### config.mk
export PLATFORM = sky130hd
export DESIGN_NAME = affine_cipher_byte_stream_core
export DESIGN_NICKNAME = d
export VERILOG_FILES = /design/src/design/acbs_pkg.sv /design/src/design/acbs_front.sv /design/src/design/acbs_fifo.sv /design/src/design/acbs_back.sv /design/src/design/affine_cipher_byte_stream_core.sv
export SDC_FILE = /design/constraint.sdc
export NUM_CORES = 1
export LEC_CHECK = 0
export ABC_AREA = 1
export BUFFER_PORTS_ARGS = -buffer_cell sky130_fd_sc_hd__buf_2
export CAP_MARGIN = 20
export CORE_MARGIN = 1.5
export CORE_UTILIZATION = 40
export CTS_CLUSTER_DIAMETER = 50
export DETAILED_ROUTE_END_ITERATION = 8
export PLACE_DENSITY = 0.64
export REMOVE_ABC_BUFFERS = 1
export SLEW_MARGIN = 10
export SYNTH_ARGS = -nofsm -noshare
export SYNTH_HDL_FRONTEND = slang
export SYNTH_SLANG_ARGS = --single-unit
### constraint.sdc
create_clock -name clk_i -period 8.35 [get_ports clk_i]
set_clock_uncertainty 0.1 [all_clocks]
set_input_delay 0.4175 -clock clk_i [delete_from_list [all_inputs] [get_ports clk_i]]
set_output_delay 0.4175 -clock clk_i [all_outputs]
set_load 0.005 [all_outputs]
### src/design/acbs_pkg.sv
package acbs_pkg;

  localparam int unsigned AlphabetSize = 26;

  localparam logic [7:0] CharLowerA = 8'h61;  // 'a'
  localparam logic [7:0] CharLowerZ = 8'h7a;  // 'z'
  localparam logic [7:0] CharUpperA = 8'h41;  // 'A'
  localparam logic [7:0] CharUpperZ = 8'h5a;  // 'Z'

  localparam logic [4:0] Alpha = 5'(AlphabetSize);

  // register indexes of the config port
  localparam logic [1:0] CfgKeyMult  = 2'd0;
  localparam logic [1:0] CfgKeyAdd   = 2'd1;
  localparam logic [1:0] CfgDirection = 2'd2;

  // reciprocal of the alphabet size, scaled by 2^RecipShift, rounded down
  localparam int unsigned RecipShift = 13;
  localparam logic [8:0]  RecipMult  = 9'((1 << RecipShift) / AlphabetSize);

  typedef struct packed {
    logic [7:0] in_char;
    logic       in_last;
  } in_word_t;

  typedef struct packed {
    logic [7:0] out_char;
    logic       out_last;
    logic       key_error;
  } out_word_t;

  // classified byte handed from front to back
  typedef struct packed {
    logic [7:0] raw_char;
    logic       last;
    logic       key_error;
    logic       xform;     // letter that gets transformed
    logic       upper;
    logic [4:0] operand;
    logic [4:0] mult;
    logic [4:0] addend;
  } task_t;

  // reduce a 5-bit key into 0..25
  function automatic logic [4:0] mod_key(input logic [4:0] k);
    mod_key = (k >= Alpha) ? (k - Alpha) : k;
  endfunction

  // inverse modulo 26, zero when there is none
  function automatic logic [4:0] inv_key(input logic [4:0] a);
    logic [4:0] r;
    unique case (a)
      5'd1:    r = 5'd1;
      5'd3:    r = 5'd9;
      5'd5:    r = 5'd21;
      5'd7:    r = 5'd15;
      5'd9:    r = 5'd3;
      5'd11:   r = 5'd19;
      5'd15:   r = 5'd7;
      5'd17:   r = 5'd23;
      5'd19:   r = 5'd11;
      5'd21:   r = 5'd5;
      5'd23:   r = 5'd17;
      5'd25:   r = 5'd25;
      default: r = 5'd0;
    endcase
    inv_key = r;
  endfunction

endpackage

### src/design/acbs_front.sv
module acbs_front (
  input  logic             clk_i,
  input  logic             rst_ni,
  input  logic             cfg_we_i,
  input  logic [1:0]       cfg_idx_i,
  input  logic [4:0]       cfg_data_i,
  input  acbs_pkg::in_word_t in_word_i,
  output acbs_pkg::task_t  task_o
);

  logic [4:0] key_mult_q, key_mult_d;
  logic [4:0] key_add_q, key_add_d;
  logic       dir_q, dir_d;

  always_comb begin
    key_mult_d = key_mult_q;
    key_add_d  = key_add_q;
    dir_d      = dir_q;
    if (cfg_we_i) begin
      unique case (cfg_idx_i)
        acbs_pkg::CfgKeyMult:   key_mult_d = cfg_data_i;
        acbs_pkg::CfgKeyAdd:    key_add_d  = cfg_data_i;
        acbs_pkg::CfgDirection: dir_d      = cfg_data_i[0];
        default: ;
      endcase
    end
  end

  always_ff @(posedge clk_i or negedge rst_ni) begin
    if (!rst_ni) begin
      key_mult_q <= 5'd1;
      key_add_q  <= 5'd0;
      dir_q      <= 1'b0;
    end else begin
      key_mult_q <= key_mult_d;
      key_add_q  <= key_add_d;
      dir_q      <= dir_d;
    end
  end

  logic       is_lower, is_upper, err;
  logic [4:0] key_a, key_b, key_inv, val;
  logic [7:0] ch, offs;

  always_comb begin
    ch       = in_word_i.in_char;
    is_lower = (ch >= acbs_pkg::CharLowerA) && (ch <= acbs_pkg::CharLowerZ);
    is_upper = (ch >= acbs_pkg::CharUpperA) && (ch <= acbs_pkg::CharUpperZ);
    offs     = is_upper ? (ch - acbs_pkg::CharUpperA) : (ch - acbs_pkg::CharLowerA);
    val      = offs[4:0];
    key_a    = acbs_pkg::mod_key(key_mult_q);
    key_b    = acbs_pkg::mod_key(key_add_q);
    key_inv  = acbs_pkg::inv_key(key_a);
    err      = dir_q && (key_inv == 5'd0);

    task_o.raw_char  = ch;
    task_o.last      = in_word_i.in_last;
    task_o.key_error = err;
    task_o.xform     = (is_lower || is_upper) && !err;
    task_o.upper     = is_upper;
    if (dir_q) begin
      // decrypt: inv * ((v - b) mod 26)
      task_o.operand = (val >= key_b) ? (val - key_b) : (val + acbs_pkg::Alpha - key_b);
      task_o.mult    = key_inv;
      task_o.addend  = 5'd0;
    end else begin
      task_o.operand = val;
      task_o.mult    = key_a;
      task_o.addend  = key_b;
    end
  end

endmodule

### src/design/acbs_fifo.sv
module acbs_fifo (
  input  logic            clk_i,
  input  logic            rst_ni,
  input  logic            wr_i,
  input  acbs_pkg::task_t wdata_i,
  output logic            full_o,
  input  logic            rd_i,
  output logic            valid_o,
  output acbs_pkg::task_t rdata_o
);

  acbs_pkg::task_t mem_q [2];
  logic [1:0] cnt_q, cnt_d;
  logic       wr_ptr_q, rd_ptr_q;
  logic       wr_fire, rd_fire;

  assign full_o  = (cnt_q == 2'd2);
  assign valid_o = (cnt_q != 2'd0);
  assign rdata_o = mem_q[rd_ptr_q];
  assign wr_fire = wr_i && !full_o;
  assign rd_fire = rd_i && valid_o;

  always_comb begin
    cnt_d = cnt_q;
    if (wr_fire && !rd_fire) cnt_d = cnt_q + 2'd1;
    else if (!wr_fire && rd_fire) cnt_d = cnt_q - 2'd1;
  end

  always_ff @(posedge clk_i or negedge rst_ni) begin
    if (!rst_ni) begin
      cnt_q    <= 2'd0;
      wr_ptr_q <= 1'b0;
      rd_ptr_q <= 1'b0;
    end else begin
      cnt_q <= cnt_d;
      if (wr_fire) wr_ptr_q <= !wr_ptr_q;
      if (rd_fire) rd_ptr_q <= !rd_ptr_q;
    end
  end

  always_ff @(posedge clk_i) begin
    if (wr_fire) mem_q[wr_ptr_q] <= wdata_i;
  end

endmodule

### src/design/acbs_back.sv
module acbs_back (
  input  logic               clk_i,
  input  logic               rst_ni,
  input  logic               task_valid_i,
  input  acbs_pkg::task_t    task_i,
  output logic               task_take_o,
  input  logic               pop,
  output logic               empty,
  output acbs_pkg::out_word_t out_word_o
);

  // stage 1: product plus addend
  logic            s1_valid_q, s1_valid_d;
  logic [9:0]      s1_sum_q;
  acbs_pkg::task_t s1_task_q;

  // output queue
  acbs_pkg::out_word_t out_mem_q [2];
  logic [1:0] out_cnt_q, out_cnt_d;
  logic       out_wr_q, out_rd_q;
  logic       pop_fire, out_space, s1_adv, s1_load;

  assign empty      = (out_cnt_q == 2'd0);
  assign out_word_o = out_mem_q[out_rd_q];
  assign pop_fire   = pop && !empty;
  assign out_space  = (out_cnt_q != 2'd2) || pop_fire;
  assign s1_adv     = s1_valid_q && out_space;
  assign s1_load    = task_valid_i && (!s1_valid_q || out_space);
  assign task_take_o = s1_load;
  assign s1_valid_d = s1_load || (s1_valid_q && !out_space);

  logic [9:0] sum;
  assign sum = 10'(task_i.mult) * 10'(task_i.operand) + 10'(task_i.addend);

  // stage 2: reduce mod 26 by reciprocal estimate and one correction
  logic [18:0] q_prod;
  logic [5:0]  q_est;
  logic [9:0]  rem_w;
  logic [5:0]  rem;
  logic [4:0]  letter;
  acbs_pkg::out_word_t res;

  always_comb begin
    q_prod = 19'(s1_sum_q) * 19'(acbs_pkg::RecipMult);
    q_est  = q_prod[acbs_pkg::RecipShift +: 6];
    rem_w  = s1_sum_q - 10'(q_est) * 10'(acbs_pkg::AlphabetSize);
    rem    = rem_w[5:0];
    letter = (rem >= 6'(acbs_pkg::AlphabetSize)) ?
             5'(rem - 6'(acbs_pkg::AlphabetSize)) : rem[4:0];
    res.out_last  = s1_task_q.last;
    res.key_error = s1_task_q.key_error;
    if (s1_task_q.xform) begin
      res.out_char = (s1_task_q.upper ? acbs_pkg::CharUpperA : acbs_pkg::CharLowerA)
                     + 8'(letter);
    end else begin
      res.out_char = s1_task_q.raw_char;
    end
  end

  always_comb begin
    out_cnt_d = out_cnt_q;
    if (s1_adv && !pop_fire) out_cnt_d = out_cnt_q + 2'd1;
    else if (!s1_adv && pop_fire) out_cnt_d = out_cnt_q - 2'd1;
  end

  always_ff @(posedge clk_i or negedge rst_ni) begin
    if (!rst_ni) begin
      s1_valid_q <= 1'b0;
      out_cnt_q  <= 2'd0;
      out_wr_q   <= 1'b0;
      out_rd_q   <= 1'b0;
    end else begin
      s1_valid_q <= s1_valid_d;
      out_cnt_q  <= out_cnt_d;
      if (s1_adv) out_wr_q <= !out_wr_q;
      if (pop_fire) out_rd_q <= !out_rd_q;
    end
  end

  always_ff @(posedge clk_i) begin
    if (s1_load) begin
      s1_sum_q  <= sum;
      s1_task_q <= task_i;
    end
    if (s1_adv) out_mem_q[out_wr_q] <= res;
  end

endmodule

### src/design/affine_cipher_byte_stream_core.sv
// affine mod-26 cipher on a byte stream, one result word per input word
// a pushed word passes the task queue, stage 1 and the output queue before empty goes low
// throughput: one word per cycle while the output is popped, set by the combinational
//   front classifier, the 5x5 multiply stage and the back end's mod-26 reduction stage
// reset: async active low; keys return to mult 1, add 0, encrypt; both queues empty
module affine_cipher_byte_stream_core (
  input  logic                clk_i,
  input  logic                rst_ni,
  // config write port
  input  logic                cfg_we_i,
  input  logic [1:0]          cfg_idx_i,
  input  logic [4:0]          cfg_data_i,
  // input queue side
  input  logic                push,
  output logic                full,
  input  acbs_pkg::in_word_t  in_word_i,
  // result queue side
  input  logic                pop,
  output logic                empty,
  output acbs_pkg::out_word_t out_word_o
);

  // classified word from the front end
  acbs_pkg::task_t front_task;

  // task queue to back end
  acbs_pkg::task_t q_task;
  logic            q_valid;
  logic            q_take;

  // front end: key registers, letter classification, operand selection
  // decrypt is folded into the same multiply-add form as encrypt
  acbs_front u_front (
    .clk_i      (clk_i),
    .rst_ni     (rst_ni),
    .cfg_we_i   (cfg_we_i),
    .cfg_idx_i  (cfg_idx_i),
    .cfg_data_i (cfg_data_i),
    .in_word_i  (in_word_i),
    .task_o     (front_task)
  );

  // two-entry queue decouples front and back stalls
  acbs_fifo u_task_q (
    .clk_i   (clk_i),
    .rst_ni  (rst_ni),
    .wr_i    (push),
    .wdata_i (front_task),
    .full_o  (full),
    .rd_i    (q_take),
    .valid_o (q_valid),
    .rdata_o (q_task)
  );

  // back end: multiply-add, mod 26 reduction, output queue
  acbs_back u_back (
    .clk_i        (clk_i),
    .rst_ni       (rst_ni),
    .task_valid_i (q_valid),
    .task_i       (q_task),
    .task_take_o  (q_take),
    .pop          (pop),
    .empty        (empty),
    .out_word_o   (out_word_o)
  );

endmodule

==> Word level (Yosys, flattened, before mapping) <==
Memory sizes are Yosys's and may differ from the RTL's.
Index checks and enable logic that the tools add are counted.
{ "classes": {"n_reduce_logical": 40, "magnitude_cmp": 8, "n_addsub": 15, "n_eq_ne": 4, "mux": 16, "multipliers": 3} }
{ "ops": {"columns": ["operator", "n"], "rows": [
  ["5-bit 2-to-1 mux", 5],
  ["10-bit by 9-bit multiplier with 19-bit output, second input constant", 1],
  ["8-bit by 7-bit greater-or-equal comparator with 1-bit output, second input constant", 2],
  ["8-bit by 7-bit less-or-equal comparator with 1-bit output, second input constant", 2],
  ["15-bit 2-to-1 mux", 1],
  ["5-bit subtractor, second input constant", 3],
  ["1-bit logical AND", 14],
  ["1-bit zero test", 13],
  ["10-bit by 5-bit adder with 10-bit output", 1],
  ["5-bit greater-or-equal comparator, second input constant", 2],
  ["5-bit by 5-bit multiplier with 10-bit output", 1],
  ["5-bit by 1-bit subtractor with 5-bit output, second input constant", 2],
  ["5-bit subtractor", 2],
  ["8-bit by 5-bit adder with 8-bit output", 1],
  ["2-bit 2-to-1 mux", 4],
  ["8-bit 2-to-1 mux", 1],
  ["6-bit by 5-bit greater-or-equal comparator with 1-bit output, second input constant", 1],
  ["6-bit by 4-bit multiplier with 5-bit output, second input constant", 1],
  ["6-bit 2-to-1 mux", 1],
  ["2-bit AND reduction", 3],
  ["2-bit nonzero test", 3],
  ["6-bit subtractor", 1],
  ["5-bit adder, second input constant", 1],
  ["5-bit greater-or-equal comparator", 1],
  ["other kinds (9)", 19]
]} }
{ "word_totals": {"rom_bits": 160, "ram_bits": 74, "wordCells": 105, "mem_count": 3, "reg_bits": 42} }
{ "memory_table": {"columns": ["memory", "words", "width", "rd", "rd_ports_with_merged_regs", "wr", "line", "rtl"], "rows": [
  ["(no name shown)", 32, 5, 1, 0, 0, "acbs_pkg.sv:52", "unique case (a)"],
  ["u_task_q.mem_q", 2, 27, 1, 0, 1, "acbs_fifo.sv:12", "acbs_pkg::task_t mem_q [2];"],
  ["u_back.out_mem_q", 2, 10, 1, 0, 1, "acbs_back.sv:18", "acbs_pkg::out_word_t out_mem_q [2];"]
]} }

==> Depth between registers and ports, before layout <==
{ "depth": {"depth_word": 10, "ltp_mapped": 43} }

==> Modules after synthesis <==
Synthesis repeated with hierarchy kept, for this count alone.
{ "hier_totals": {"hier_cells": 1007, "hier_area_um2": 8903.5} }
{ "by_module_without_submodules": {"columns": ["mod", "cells_each", "area_each_um2", "instances", "seq_area_each_um2"], "rows": [
  ["acbs_back", 574, 4993.5, 1, 1386.3],
  ["acbs_fifo", 172, 2245.9, 1, 1721.7],
  ["acbs_front", 261, 1664.1, 1, 276.5]
]} }

==> Least setup slack after synthesis <==
Ideal clock, no wire load.
{ "synth_path": {"path_type": "register -> register", "from": "register u_back.s1_sum_q[5]", "to": "memory u_back.out_mem_q[0][4] (netlist name), data pin", "setup_ns": 0.257, "stages_incl_launch_ff": 38, "path_slack_ns": 1.812, "required_ns": 7.993, "n_path_buf": 0, "arrival_ns": 6.181, "period_less_slack_ns": 6.538, "path_cell_list": "edfxtp_1 inv_1 fa_1 inv_1 ha_1 fa_1 inv_1 fa_1 inv_1 ha_1 a21oi_1 nor2_1 nor2_1 o21ai_0 xor2_1 ha_1 ha_1 ha_1 [2 not listed] inv_1 a21oi_1 o21ai_0 nand2_1 inv_1 nand3_1 nand2_1 nand2_2 nand2_1 nand2_2 nand2_2 nand2_2 nand2_1 nand2_2 ha_1 or2_1 nand3_1 nand2_1"} }
{ "synth_rtl": {"columns": ["item", "line", "rtl"], "rows": [
  ["start: declaration", "acbs_back.sv:14", "logic [9:0] s1_sum_q;"],
  ["start signal: assignment", "acbs_back.sv:82", "s1_sum_q <= sum;"],
  ["end: declaration", "acbs_back.sv:18", null]
]} }

==> reports/metrics.cfg <==
[setup_path]
path_buf_inv = 7
slowest_stage = fa_1
cp_data_required_time_ps = 8410
path_class = flop to flop
path_delay_family = adder cells
cp-end-kind = flop
worstPathMaxFanout = 7
critical_path.max_stage_delay_ps = 540
cp-start-kind = flop
crit_arrival_ps = 6960

[synth]
synthArstFlopShare = 0.172
synth_area_leaders = edfxtp_1 (34%), ha_1 (13%), fa_1 (11%), nand2_1 (8.5%), inv_1 (8.3%)
ys_ff_latch = 116
synth_top_flop_cell = edfxtp_1
syn_avg_cell_area_um2 = 9.31
yosysTopAreaCell = edfxtp_1
syn-instance-count = 902
synthDistinctLibCells = 44
synth.cell_area_um2 = 8400
yosys_warnings = 0
synth_top_area_frac = 0.343
yosysSeqAreaShare = 0.403
synth_edf_count = 96

[floorplanning]
initial_core_util = 0.411
num_io_pins = 33
die-area_um2 = 21900
core_area_um2 = 20400
fp.dieH_um = 148
dieWidth_um = 148
rows = 52

[global_route]
antenna_found_initial = 0
globalRouteOverflowTotal = 0
grt_first_pass_wirelength_um = 26500
grt_pass1_vias = 5664
grt_max_degree = 29
grt_usage = 0.151

[placed_design]
io_buffers = 32
gp_congestion = 0.837
dp_hpwl_um = 12000
dp_cells = 1198

[routing]
avgRoutedWirePerCell_um = 12.4
wl_um = 15200
drt_iter0_drc = 252
drc = 0
drtAntennaViolNets = 0
drt_pass1_iterations = 5
via_count = 5681
vias_per_cell = 4.61

[min_path]
worstHoldPathType = primary input to flop

[clock_network]
cts_tree = built
clkSinkCount = 116
clockRootBuffer = clkbuf_16
cts_setup_buffers = 0
cts_inserted_buffers = 17
post_cts_resized = 0
htree_num_levels = 4
clock_latency_ps = 410
cts_buffer_depth = 2
clk_pin_slew_ps = 60
hold_buffers = 1

[cells_and_area]
drive_gt1_frac = 0.118
multi_input_area_um2 = 4270
antennaDiodeCount = 0
regArea_um2 = 3380
fin_nets = 1102
syn_to_final_growth_pct = 12.6
nFillCells = 1951
final_cell_count_no_fill = 1231

[timing]
rsz0062_at_grt = false
finalSetupViolCount = 0
worst_pin_slew_ps = 893
setup_tns_ps = 0
fin_crit_ps = 6900
slew_violations = 0
fmax_mhz = 145
finalCritPeriodShare = 0.827
slew_headroom = 0.402
hold_viol = 0

[flow_run]
max-cap-violations = 0

[outcome]
status = complete, no violations

## logic make-up after synthesis
family / Yosys count / share of synthesized area
buffers and inverters: 201 / 0.0898
and+or+nand+nor: 331 / 0.171
xor gates and xnor gates: 31 / 0.0323
muxes: 4 / 0.00477
adders and majority gates: 133 / 0.239
AOI/OAI and AO/OA: 86 / 0.0596
DFF: 116 / 0.403
## worst paths after layout
check / from / to / slack (ps) / cells past startpoint
max in group asynchronous: rst_ni / u_front.key_mult_q[0]$_DFFE_PN1P_ / 7380 / 2
setup / recovery: u_back.s1_sum_q[5]$_DFFE_PP_ / u_back.out_mem_q[0][4]$_DFFE_PP_ / 1450 / 38
min in group asynchronous: rst_ni / u_back.out_rd_q$_DFFE_PN0P_ / 410 / 2
hold reg to reg: u_back.res[0]$_DFFE_PP_ / u_back.out_mem_q[0][0]$_DFFE_PP_ / 340 / 0
hold / removal: in_word_i[0] / u_task_q.mem_q[0][18]$_DFFE_PP_ / 110 / 1
setup reg to reg: u_back.s1_sum_q[5]$_DFFE_PP_ / u_back.out_mem_q[0][4]$_DFFE_PP_ / 1450 / 38
## through the flow
| stage | hold slack (ps) | util | worst slack [ps] | cell area [um2] |
|---|---|---|---|---|
| after global placement | 296 | 0.435 | 1540 | 8890 |
| after CTS | 99.2 | 0.463 | 1390 | 9460 |
| after detailed placement | 300 | 0.435 | 1390 | 8890 |
| after global routing | 94.1 | 0.463 | 822 | 9460 |
| final | 111 | 0.463 | 1450 | 9460 |
| after floorplan | 21.9 | - | 1810 | 8370 |
## layout make-up
class,instances,share of cell area
multi-input combinational,585,0.451
sequential,116,0.358
inverter,192,0.0762
clock buffer,19,0.0468
tap,270,0.0357
timing repair buffer,36,0.0204
clock inverter,13,0.0118
## flip-flops by register name, indices dropped and copies added, names as in the netlist
| register | flops |
|---|---|
| u_back.out_cnt_q | 2 |
| u_back.out_mem_q | 20 |
| u_back.out_rd_q | 1 |
| u_back.out_wr_q | 1 |
| u_back.res | 2 |
| u_back.s1_sum_q | 10 |
| u_back.s1_task_q | 10 |
| u_back.s1_valid_q | 1 |
| u_front.dir_q | 1 |
| u_front.key_add_q | 5 |
| u_front.key_mult_q | 5 |
| u_task_q.cnt_q | 2 |
| u_task_q.mem_q | 54 |
| u_task_q.rd_ptr_q | 1 |
| u_task_q.wr_ptr_q | 1 |
## cells in the mapped netlist, types with 5 or more instances
master,instances
nor3_1,6
nand4_1,10
fa_1,46
nor2_2,5
nand2_1,191
xor2_1,22
inv_2,5
dfrtp_1,19
nand2_2,15
nand3_1,22
nor2_1,59
or2_2,10
ha_1,87
inv_1,186
o21ai_0,46
edfxtp_1,96
a21oi_1,22
xnor2_1,9
clkbuf_1,9
## metal layers
metal / vias up / wire [um] / track usage
met4: 0 / 169 / 0.0396
met5: - / 0 / 0
met3: 13 / 260 / 0.0250
met1: 2649 / 7420 / 0.201
li1: 2968 / - / -
met2: 51 / 7360 / 0.257
## layout by cell type, fill, tap and decap left out, types with 2 or more instances in the layout
cell,synthesis,final
a21oi_1,22,22
a31oi_1,3,3
a41oi_1,3,3
buf_2,0,32
buf_4,0,3
clkbuf_16,0,17
clkinv_1,1,2
clkinv_2,0,3
clkinvlp_4,0,6
dfrtp_1,19,19
edfxtp_1,96,96
fa_1,46,46
ha_1,87,87
inv_1,186,186
inv_2,5,5
mux2i_1,4,4
nand2_1,191,191
nand2_2,15,15
nand3_1,22,22
nand3_2,3,3
nand3b_1,2,2
nand4_1,10,10
nor2_1,59,57
nor2_2,5,7
nor3_1,6,6
o21ai_0,46,46
o21ai_1,2,2
or2_1,2,2
or2_2,10,10
xnor2_1,9,9
xor2_1,22,22
Power is not shown: default switching activity piles up to over one toggle a cycle in this logic, so the estimate is an artifact.
